**config.mk**
```make
export PLATFORM = sky130hd
export DESIGN_NAME = signed_integer_to_radix_text_top
export DESIGN_NICKNAME = d
export VERILOG_FILES = /design/src/hw/rtl/sirt_pkg.sv /design/src/hw/rtl/sirt_check.sv /design/src/hw/rtl/sirt_digits.sv /design/src/hw/rtl/signed_integer_to_radix_text_top.sv
export SDC_FILE = /design/constraint.sdc
export NUM_CORES = 1
export LEC_CHECK = 0
export BUFFER_PORTS_ARGS = -buffer_cell sky130_fd_sc_hd__buf_4
export CAP_MARGIN = 5
export CORE_ASPECT_RATIO = 2
export CORE_MARGIN = 3
export CORE_UTILIZATION = 45
export CTS_CLUSTER_DIAMETER = 80
export DETAILED_ROUTE_END_ITERATION = 8
export GPL_TIMING_DRIVEN = 0
export PLACE_DENSITY = 0.58
export SETUP_SLACK_MARGIN = 0.1
export SLEW_MARGIN = 20
export SYNTH_ARGS = -nofsm -noshare
export SYNTH_HDL_FRONTEND = slang
export SYNTH_SLANG_ARGS = --single-unit
```
**constraint.sdc**
```tcl
create_clock -name i_clk -period 14.45 [get_ports i_clk]
set_input_delay 2.89 -clock i_clk [delete_from_list [all_inputs] [get_ports i_clk]]
set_output_delay 2.89 -clock i_clk [all_outputs]
set_load 0.01 [all_outputs]
```
**src/hw/rtl/sirt_pkg.sv**
```systemverilog
// Shared types, constants and the symbol lookup for the radix text converter.
`default_nettype none
package sirt_pkg;

    localparam int MAX_SYMBOLS = 16;
    localparam int NUM_DIGITS  = 32;
    localparam int VALUE_W     = 32;

    localparam logic [7:0] CHAR_PLUS  = 8'h2B;
    localparam logic [7:0] CHAR_MINUS = 8'h2D;
    localparam logic [7:0] CHAR_NUL   = 8'h00;

    localparam logic [4:0] MIN_COUNT = 5'd2;

    // Register indexes on the configuration port
    localparam logic [1:0] REG_SYM_LOW  = 2'd0;
    localparam logic [1:0] REG_SYM_HIGH = 2'd1;
    localparam logic [1:0] REG_COUNT    = 2'd2;

    typedef enum logic [1:0] {
        ST_IDLE,
        ST_CONV,
        ST_LOAD,
        ST_EMIT
    } t_state;

    // Control of the digit accumulator
    typedef struct packed {
        logic clear;
        logic shift;
        logic data;
    } t_dig_ctl;

    function automatic logic [7:0] sym_at(input logic [127:0] syms, input logic [3:0] idx);
        sym_at = syms[{idx, 3'b000} +: 8];
    endfunction

endpackage
`default_nettype wire

```
**src/hw/rtl/sirt_check.sv**
```systemverilog
// Alphabet checker: walks the symbols one per cycle and flags bad or duplicate ones.
`default_nettype none
module sirt_check
    import sirt_pkg::*;
(
    input  wire logic         i_clk,
    input  wire logic         i_rst_n,
    input  wire logic         i_start,
    input  wire logic [127:0] i_syms,
    input  wire logic [4:0]   i_count,
    output logic              o_ok
);

    logic       r_run;
    logic [3:0] r_idx;
    logic       r_ok;
    logic       n_bad;
    logic [7:0] w_sym;

    assign w_sym = sym_at(i_syms, r_idx);

    always_comb begin
        n_bad = 1'b0;
        if ({1'b0, r_idx} < i_count) begin
            if (w_sym == CHAR_NUL || w_sym == CHAR_PLUS || w_sym == CHAR_MINUS) begin
                n_bad = 1'b1;
            end
            // compare against every later symbol in use
            for (int j = 0; j < MAX_SYMBOLS; j++) begin
                if (4'(j) > r_idx && 5'(j) < i_count && sym_at(i_syms, 4'(j)) == w_sym) begin
                    n_bad = 1'b1;
                end
            end
        end
    end

    always_ff @(posedge i_clk) begin
        if (!i_rst_n) begin
            r_run <= 1'b0;
            r_idx <= '0;
            r_ok  <= 1'b0;
        end else if (i_start) begin
            r_run <= 1'b1;
            r_idx <= '0;
            r_ok  <= (i_count >= MIN_COUNT) && (i_count <= 5'(MAX_SYMBOLS));
        end else if (r_run) begin
            if (n_bad) begin
                r_ok <= 1'b0;
            end
            r_idx <= r_idx + 4'd1;
            if (r_idx == 4'(MAX_SYMBOLS - 1)) begin
                r_run <= 1'b0;
            end
        end
    end

    assign o_ok = r_ok;

endmodule
`default_nettype wire

```
**src/hw/rtl/sirt_digits.sv**
```systemverilog
// Radix digit accumulator: shifts the magnitude in as radix digits, one bit a cycle while shift is set.
`default_nettype none
module sirt_digits
    import sirt_pkg::*;
(
    input  wire logic       i_clk,
    input  wire t_dig_ctl   i_ctl,
    input  wire logic [4:0] i_radix,
    input  wire logic [4:0] i_rd_idx,
    output logic [3:0]      o_digit,
    output logic [5:0]      o_nd
);

    logic [NUM_DIGITS-1:0][3:0] r_dig;
    logic [NUM_DIGITS-1:0][3:0] n_dig;
    logic [5:0]                 r_nd;
    logic [NUM_DIGITS-1:0]      w_gen;
    logic [NUM_DIGITS-1:0]      w_gop;
    logic [NUM_DIGITS:0]        w_sum;
    logic [NUM_DIGITS:0]        w_cin;
    logic [4:0]                 w_twice;

    // A digit doubles to 2d+c; it generates a carry when 2d >= radix and
    // passes one on when only 2d+1 reaches it. One add resolves the chain.
    always_comb begin
        for (int k = 0; k < NUM_DIGITS; k++) begin
            w_gen[k] = {r_dig[k], 1'b0} >= i_radix;
            w_gop[k] = {r_dig[k], 1'b1} >= i_radix;
        end
        w_sum = {1'b0, w_gen} + {1'b0, w_gop} + {{NUM_DIGITS{1'b0}}, i_ctl.data};
        w_cin = w_sum ^ {1'b0, w_gen} ^ {1'b0, w_gop};
        w_twice = '0;
        for (int k = 0; k < NUM_DIGITS; k++) begin
            w_twice  = {r_dig[k], w_cin[k]};
            n_dig[k] = w_cin[k+1] ? 4'(w_twice - i_radix) : w_twice[3:0];
        end
    end

    always_ff @(posedge i_clk) begin
        if (i_ctl.clear) begin
            r_dig <= '0;
            r_nd  <= 6'd1;
        end else if (i_ctl.shift) begin
            r_dig <= n_dig;
            // grow by one digit when a carry reaches the first unused place
            r_nd  <= r_nd + {5'd0, w_cin[r_nd]};
        end
    end

    assign o_digit = r_dig[i_rd_idx];
    assign o_nd    = r_nd;

endmodule
`default_nettype wire

```
**src/hw/rtl/signed_integer_to_radix_text_top.sv**
```systemverilog
// Top level of the signed integer to radix text converter.
//
// Usage: load the alphabet through the APB port (symbols 0..7 at address 0,
// symbols 8..15 at address 8, symbol count at address 16, 64-bit data),
// then pulse start with i_value while busy is low. The transaction is taken
// at that edge and busy rises for the whole conversion.
// The magnitude is shifted into a row of radix digit cells one bit a cycle
// while the alphabet checker walks the 16 symbols; the load state then
// loads the digit count. Characters then leave one per cycle on
// o_character with o_strobe high for one cycle each: '-' first for a
// negative value, then the digits most significant first, o_last_char on
// the final one. An invalid alphabet yields no characters and busy drops
// after the load state. The receiver cannot stall; every strobe is a
// transaction. Reset (synchronous, active low) clears the alphabet
// registers, the state and the output strobe and returns the block to idle.
`default_nettype none
module signed_integer_to_radix_text_top
    import sirt_pkg::*;
(
    input  wire logic        i_clk,
    input  wire logic        i_rst_n,
    input  wire logic        psel,
    input  wire logic        penable,
    input  wire logic        pwrite,
    input  wire logic [4:0]  paddr,
    input  wire logic [63:0] pwdata,
    output logic [63:0]      prdata,
    output logic             pready,
    input  wire logic        start,
    output logic             busy,
    input  wire logic [31:0] i_value,
    output logic [7:0]       o_character,
    output logic             o_last_char,
    output logic             o_strobe
);

    logic [63:0] r_sym_low;
    logic [63:0] r_sym_high;
    logic [4:0]  r_count;
    logic [127:0] w_syms;
    logic [1:0]  w_reg;
    logic        w_wr;

    t_state      r_state;
    t_state      n_state;
    logic [VALUE_W-1:0] r_mag;
    logic [4:0]  r_bit;
    logic        r_neg;
    logic        r_sign_pend;
    logic [4:0]  r_idx;
    logic [7:0]  r_char;
    logic        r_last;
    logic        r_strobe;

    logic        w_accept;
    logic        w_ok;
    logic [3:0]  w_digit;
    logic [5:0]  w_nd;
    t_dig_ctl    w_dig_ctl;

    assign w_syms   = {r_sym_high, r_sym_low};
    assign w_reg    = paddr[4:3];
    assign w_wr     = psel && penable && pwrite;
    assign pready   = 1'b1;
    assign busy     = (r_state != ST_IDLE);
    assign w_accept = start && !busy;

    always_ff @(posedge i_clk) begin
        if (!i_rst_n) begin
            r_sym_low  <= '0;
            r_sym_high <= '0;
            r_count    <= '0;
        end else if (w_wr) begin
            unique case (w_reg)
                REG_SYM_LOW:  r_sym_low  <= pwdata;
                REG_SYM_HIGH: r_sym_high <= pwdata;
                REG_COUNT:    r_count    <= pwdata[4:0];
                default:      ;
            endcase
        end
    end

    always_comb begin
        unique case (w_reg)
            REG_SYM_LOW:  prdata = r_sym_low;
            REG_SYM_HIGH: prdata = r_sym_high;
            REG_COUNT:    prdata = {59'd0, r_count};
            default:      prdata = '0;
        endcase
    end

    sirt_check u_check (
        .i_clk   (i_clk),
        .i_rst_n (i_rst_n),
        .i_start (w_accept),
        .i_syms  (w_syms),
        .i_count (r_count),
        .o_ok    (w_ok)
    );

    assign w_dig_ctl.clear = w_accept;
    assign w_dig_ctl.shift = (r_state == ST_CONV);
    assign w_dig_ctl.data  = r_mag[VALUE_W-1];

    sirt_digits u_digits (
        .i_clk    (i_clk),
        .i_ctl    (w_dig_ctl),
        .i_radix  (r_count),
        .i_rd_idx (r_idx),
        .o_digit  (w_digit),
        .o_nd     (w_nd)
    );

    always_comb begin
        n_state = r_state;
        unique case (r_state)
            ST_IDLE: if (w_accept) n_state = ST_CONV;
            ST_CONV: if (r_bit == 5'(VALUE_W - 1)) n_state = ST_LOAD;
            ST_LOAD: n_state = w_ok ? ST_EMIT : ST_IDLE;
            ST_EMIT: if (!r_sign_pend && r_idx == 5'd0) n_state = ST_IDLE;
            default: n_state = ST_IDLE;
        endcase
    end

    always_ff @(posedge i_clk) begin
        if (!i_rst_n) begin
            r_state <= ST_IDLE;
        end else begin
            r_state <= n_state;
        end
    end

    always_ff @(posedge i_clk) begin
        if (!i_rst_n) begin
            r_strobe <= 1'b0;
        end else begin
            r_strobe <= (r_state == ST_EMIT);
        end
    end

    always_ff @(posedge i_clk) begin
        unique case (r_state)
            ST_IDLE: begin
                if (w_accept) begin
                    r_neg <= i_value[VALUE_W-1];
                    r_mag <= i_value[VALUE_W-1] ? (32'd0 - i_value) : i_value;
                    r_bit <= '0;
                end
            end
            ST_CONV: begin
                r_mag <= {r_mag[VALUE_W-2:0], 1'b0};
                r_bit <= r_bit + 5'd1;
            end
            ST_LOAD: begin
                r_sign_pend <= r_neg;
                r_idx       <= 5'(w_nd - 6'd1);
            end
            ST_EMIT: begin
                if (r_sign_pend) begin
                    r_char      <= CHAR_MINUS;
                    r_last      <= 1'b0;
                    r_sign_pend <= 1'b0;
                end else begin
                    r_char <= sym_at(w_syms, w_digit);
                    r_last <= (r_idx == 5'd0);
                    // advance toward the least significant digit
                    if (r_idx != 5'd0) begin
                        r_idx <= r_idx - 5'd1;
                    end
                end
            end
            default: ;
        endcase
    end

    assign o_character = r_char;
    assign o_last_char = r_last;
    assign o_strobe    = r_strobe;

endmodule
`default_nettype wire

```
# ---- Yosys cells after proc, flatten, opt, wreduce, memory -nomap -nowiden
# Index checks and enable logic that the tools add are counted.
dict set report totals {
  regBits 329
  out_inout_bits 76
  wordCells 359
}
dict set report classes {
  n_addsub 40
  magnitude_cmp 101
  eq_ne 30
  shifts 2
  mux 75
  bitwise 3
  n_reduce_logical 60
}
# cell n
set ops {}
lappend ops {{>= comparator 5 bit} 64}
lappend ops {{variable part select 128 x 8 -> 8 bit} 2}
lappend ops {{one-hot mux 64 bit (3 select lines)} 1}
lappend ops {{two-way mux 4 bit} 33}
lappend ops {{== test 8 bit} 16}
lappend ops {{subtractor 4 bit} 32}
lappend ops {{bitwise XOR 33 x 32 -> 33 bit} 2}
lappend ops {{two-way mux 32 bit} 2}
lappend ops {{one-hot mux 32 bit (2 select lines)} 1}
lappend ops {{less-than comparator 4 x 5 -> 1 bit, first input constant} 8}
lappend ops {{logical AND 1 bit} 37}
lappend ops {{adder 32 x 32 -> 33 bit} 1}
lappend ops {{adder 33 x 1 -> 33 bit} 1}
lappend ops {{greater-than comparator 4 bit, first input constant} 8}
lappend ops {{subtractor 1 x 32 -> 32 bit, first input constant} 1}
lappend ops {{two-way mux 1 bit} 25}
lappend ops {{binary-select mux 4 bit (select 5 bit)} 1}
lappend ops {{less-than comparator 3 x 5 -> 1 bit, first input constant} 4}
lappend ops {{one-hot mux 5 bit (2 select lines)} 2}
lappend ops {{== test 8 x 6 -> 1 bit, second input constant} 2}
lappend ops {{greater-than comparator 3 x 4 -> 1 bit, first input constant} 4}
lappend ops {{two-way mux 5 bit} 3}
lappend ops {{AND reduction 2 bit} 6}
lappend ops {{less-than comparator 1 x 5 -> 1 bit, first input constant} 2}
lappend ops {{32 further kinds} 53}

# ---- Depth between registers and ports, before layout
dict set report logic_depth {
  ltp_word 25
  depth_mapped 31
}

# ---- Modules after synthesis
# A second synthesis with hierarchy kept.
dict set report hier_totals {
  cells_unflattened 3426
  area_unflattened_um2 29632.2
}
# module instances cells_per_inst area_per_inst_um2 seq_area_each_um2
set modules_own_cells {}
lappend modules_own_cells {sirt_digits 1 1961 16166.8 2682.6}
lappend modules_own_cells {signed_integer_to_radix_text_top 1 1066 9880.7 4314.1}
lappend modules_own_cells {sirt_check 1 399 3584.7 120.1}

# ---- Worst setup path before layout
# Ideal clock, no wire load.
dict set report synth_timing {
  kind {register to register}
  from {register r_count[1]}
  to {register u_digits.r_nd[4] (netlist: u_digits.o_nd[4])}
  setup_ns 0.129
  t_arrival_ns 7.948
  t_required_ns 14.321
  slack_ns 6.373
  path_stages_with_launch 27
  n_path_buf 0
  path_cell_list {dfxtp_1 > inv_1 > ha_1 > a21o_1 > a21oi_1 > nor2b_1 > o21ai_0 > nand2b_1 > ha_1 > a21oi_1 > inv_1 > fa_1 > a21o_1 > a221oi_2 > or2_2 > nand2_1 > a21oi_1 > xor2_2 > nor2_1 > a2111oi_0 > o31ai_1 > a211o_1 > ha_1 > ha_1 > nand2_1 > xor2_1 > nor2_1}
}
dict set report synth_via {
  elab_chain_len 8
  word_cells_on_any_way 71
  cone_classes {add/sub: 3; order compare: 64; mux: 2; bitwise: 2}
}
# item line
set synth_lines {}
lappend synth_lines {{from (decl)} signed_integer_to_radix_text_top.sv:39} ;# logic [4:0] r_count;
lappend synth_lines {{from (signal assigned)} signed_integer_to_radix_text_top.sv:77} ;# REG_COUNT: r_count <= pwdata[4:0];
lappend synth_lines {{>= comparator 5 bit (on tied branches)} {sirt_digits.sv:27, sirt_digits.sv:28}}
lappend synth_lines {{adder 32 x 32 -> 33 bit} sirt_digits.sv:30} ;# w_sum = {1'b0, w_gen} + {1'b0, w_gop} + {{NUM_DIGITS{1'b0}}, i_ctl.data};
lappend synth_lines {{adder 33 x 1 -> 33 bit} sirt_digits.sv:30}
lappend synth_lines {{bitwise XOR 33 x 32 -> 33 bit} sirt_digits.sv:31} ;# w_cin = w_sum ^ {1'b0, w_gen} ^ {1'b0, w_gop};
lappend synth_lines {{bitwise XOR 33 x 32 -> 33 bit (*)} sirt_digits.sv:31}
lappend synth_lines {{binary-select mux 1 bit (select 6 bit) (*)} sirt_digits.sv:46} ;# r_nd <= r_nd + {5'd0, w_cin[r_nd]};
lappend synth_lines {{two-way mux 1 bit (not written as such) (*)} sirt_digits.sv:46}
lappend synth_lines {{adder 6 x 1 -> 6 bit (*)} sirt_digits.sv:46}
lappend synth_lines {{to (signal assigned)} sirt_digits.sv:46}
lappend synth_lines {{to (decl)} sirt_digits.sv:16} ;# logic [5:0] r_nd;
# Mark *: on every way between the ends. The rest lies on a longest branch, timed or not. The select of a mux whose other input is x is not followed.
# A chain may end at the register's enable or synchronous reset.

# ---- Worst setup path after layout
dict set report layout_timing {
  from {register r_count[0]}
  to {register u_digits.r_nd[2] (netlist: u_digits.o_nd[2])}
}
# The elaborated chain is that of the path after synthesis.

==> flow_summary.json <==
{
  "worst_voltage_drop_across_the_vdd_grid_uv": 233,
  "cp-end-kind": "flip-flop",
  "seq_power_share_pct": 14.7,
  "drt-pass1-iter-count": 5,
  "post_synth.cell_area_avg_sq_um": 8.31,
  "tns_ns": 0,
  "timing.final.ws_setup_ns": 5.27,
  "syn-cell-area_sq_um": 28600,
  "pre_cts_slack_ns": 5.33,
  "drt-wirelength-per-cell_um": 28.6,
  "tritoncts_clock_tree": "yes",
  "total_leakage_power_nw": 12.9,
  "cts_buffers": 35,
  "floorplan.die.width_um": 184,
  "areaGrowthSynthToFinish_pct": 13.2,
  "post_cts_resize_count": 0,
  "drt_iter0_drcs": 1845,
  "max_stage_delay_ns": 0.85,
  "ys_warn_count": 0,
  "cts_hold_repair.buffers": 0,
  "fp.coreArea_sq_um": 62800,
  "vias": 27906,
  "grt_first_pass_wirelength_mm": 183,
  "powerDensity_nw_per_um2": 265,
  "global_route.usage.total_pct": 37.6,
  "row_count": 130,
  "rsz0062_at_grt": "false",
  "antenna_found_initial": 0,
  "clock-skew-final_ns": 0.0160,
  "ios": 183,
  "internal-power_mw": 4.06,
  "clock_latency_of_the_later_clocked_register_in_the_worst_skew_pair_ns": 0.58,
  "design_power_total_mw": 8.58,
  "netlist.area_leader.share_pct": 19.3,
  "gp_congestion": 1.03,
  "die_h_um": 362,
  "final_core_utilization_pct": 51.5,
  "period_needed_ns": 9.18,
  "cts_buffer_depth": 3,
  "route.detailed.drc": 0,
  "grt_max_degree": 38,
  "antenna_left": 0,
  "synth.ff_latch_count": 329,
  "setup_viol": 0,
  "clock_pin_slew_on_the_worst_setup_and_hold_paths_ns": 0.07,
  "report.final.hold_viol_count": 0,
  "io_buffers": 176,
  "net-switching-power_mw": 4.52,
  "startpoint_class": "flip-flop",
  "filler_cell_count": 6150,
  "setup.worst_path.class": "flip-flop to flip-flop",
  "switching_share_pct": 52.7,
  "hold_class": "flip-flop to flip-flop",
  "clock-sinks": 329,
  "synth_enable_flop_cells": 53,
  "worstMarginPinSlew_ns": 1.24,
  "synthDistinctLibCells": 88,
  "post-cts-setup-buffer-count": 0,
  "critical_path_peak_fanout": 33,
  "root_buffer": "sky130_fd_sc_hd__clkbuf_16",
  "fp.dieArea_sq_um": 66700,
  "run_status": "finished, final reports clean",
  "netlist_top_cells_area": "sky130_fd_sc_hd__dfxtp_1 19%, sky130_fd_sc_hd__ha_1 10%, sky130_fd_sc_hd__nand2_1 6.9%",
  "slew_viol_final": 0,
  "combPwrFrac_pct": 73.5,
  "wirelength_mm": 128,
  "diodes": 0,
  "max_cap_viol_count": 0,
  "synthArstFlopShare_pct": 0,
  "detailed_place_hpwl_mm": 102,
  "per_cell_via_count_in_the_routed_design": 6.23,
  "start_util_pct": 45.5,
  "synth-seq-area-share_pct": 24.9,
  "cts.htree.levels": 2,
  "yosys_most_used_dff": "sky130_fd_sc_hd__dfxtp_1",
  "final_net_count": 4035,
  "max_freq_mhz": 109,
  "share_of_total_power_in_the_clock_network_pct": 11.8,
  "worst_slew_margin_rel_pct": 17.4,
  "synthCells": 3437,
  "crit_path_top_delay_cell": "sky130_fd_sc_hd__dfxtp_4",
  "layout-drive-gt1-share_pct": 12.0,
  "req_time_crit_path_ns": 14.88,
  "first_global_vias": 28391,
  "syn_nets": 3813,
  "synth_area_leader_cell": "sky130_fd_sc_hd__dfxtp_1",
  "total_congestion_overflow_after_global_routing": 0,
  "data_arrival_time_of_the_critical_path_ns": 9.60,
  "layout_worst_path_cycle_share_pct": 63.5
}
-- logic make-up after synthesis --
group | Yosys count | synth area share [%]
AND/OR/NAND/NOR | 1082 | 17.4
AO/OA/AOI/OAI | 892 | 18.2
flip-flops | 329 | 24.9
buffers and inverters | 307 | 4.56
XOR/XNOR | 295 | 9.62
adder cells (fa/ha/maj) | 269 | 12.7
multiplexers | 262 | 12.6
other | 1 | 0.0131
-- registers in the layout, indices dropped and copies added, names as in the netlist --
register	count
r_sym_high	64
r_sign_pend	1
r_mag	32
u_digits.r_dig	128
u_check.o_ok	1
o_last_char	1
r_bit	5
r_count	5
r_idx	5
o_character	8
o_strobe	1
u_check.r_idx	4
u_digits.o_nd	6
r_neg	1
u_check.r_run	1
r_state	2
r_sym_low	64
-- power groups by stage --
stage               clock network (mW)  registers [mW]  logic (mW)
finish                            1.02            1.26        6.31
global route                      1.05            1.27        6.90
CTS                               1.03            1.25        6.24
detailed placement                   0            1.27        6.20
global placement                     0            1.27        6.09
floorplan                            0            1.20        4.51
-- worst max-delay path, delay by kind of cell (launching register included) --
family / cells / cell delay, ns
XOR/XNOR: 2 / 0.94
adder cells (fa/ha/maj): 4 / 1.10
flip-flops: 1 / 0.85
buffers and inverters: 7 / 2.60
AO/OA/AOI/OAI: 10 / 2.70
AND/OR/NAND/NOR: 8 / 0.77
-- placed cells by master (no fill, tap or decap), types with 106 or more instances in the layout --
| master | n |
|---|---|
| sky130_fd_sc_hd__nand2_1 | 527 |
| sky130_fd_sc_hd__a21oi_1 | 340 |
| sky130_fd_sc_hd__o21ai_0 | 274 |
| sky130_fd_sc_hd__dfxtp_1 | 274 |
| sky130_fd_sc_hd__ha_1 | 236 |
| sky130_fd_sc_hd__buf_4 | 200 |
| sky130_fd_sc_hd__nor2_1 | 184 |
| sky130_fd_sc_hd__mux2i_1 | 160 |
| sky130_fd_sc_hd__xor2_1 | 151 |
| sky130_fd_sc_hd__xnor2_1 | 128 |
| sky130_fd_sc_hd__clkbuf_1 | 124 |
| sky130_fd_sc_hd__nand3_1 | 111 |
| sky130_fd_sc_hd__inv_1 | 106 |
-- final timing paths --
| check | start | end | slack (ns) | depth (start not counted) |
|---|---|---|---|---|
| worst min-delay path | u_digits.r_dig[123] | u_digits.r_dig[123] | 0.49 | 2 |
| worst min register to register | u_digits.r_dig[123] | u_digits.r_dig[123] | 0.49 | 2 |
| worst max register to register | r_count[0] | u_digits.o_nd[2] | 5.27 | 31 |
| worst max-delay path | r_count[0] | u_digits.o_nd[2] | 5.27 | 31 |
-- per-layer routing --
layer	up-vias	part of all wire, %	track usage [%]
li1	12725	-	-
met5	-	0	0
met3	632	5.4	6.05
met4	0	14	40.8
met2	1238	50	67.8
met1	13311	30	33.2
-- final cells by class --
class	count	area, sq um	area share [%]
Inverter	115	434	1.34
Clock buffer	52	1070	3.32
Buffer	192	877	2.71
Sequential cell	329	7120	22.0
Timing Repair Buffer	185	1490	4.62
Multi-Input combinational cell	2801	20200	62.4
Tap cell	792	991	3.06
Clock inverter	11	175	0.542
-- synth_stat cells (all sizes together), types with 10 or more instances --
library cell  count
nor3             18
a2111oi          12
or3              10
nand2           527
dfxtp           276
nand3           111
mux4             73
a21oi           340
nor2            184
o22ai            10
mux2i           168
nor3b            10
o21a             13
a31oi            28
nand4            29
nor4b            10
o2111ai          11
edfxtp           53
inv             112
o211ai           35
xor2            152
xnor2           134
nor4             25
clkbuf          121
fa               33
a211oi           33
buf              71
nor2b            62
ha              236
mux2             21
a21o             58
o21ai           286
o31ai            24
nand2b           51
-- metrics by stage --
stage               hold WS, ns  instance area (sq um)  instances
floorplan                 0.445                  28600       3437
global placement          0.467                  30900       4405
detailed placement        0.473                  31000       4412
CTS                       0.489                  32300       4475
global route              0.514                  32300       4477
finish                    0.495                  32300       4477
Note: power is estimated with default switching activity, not from simulation.
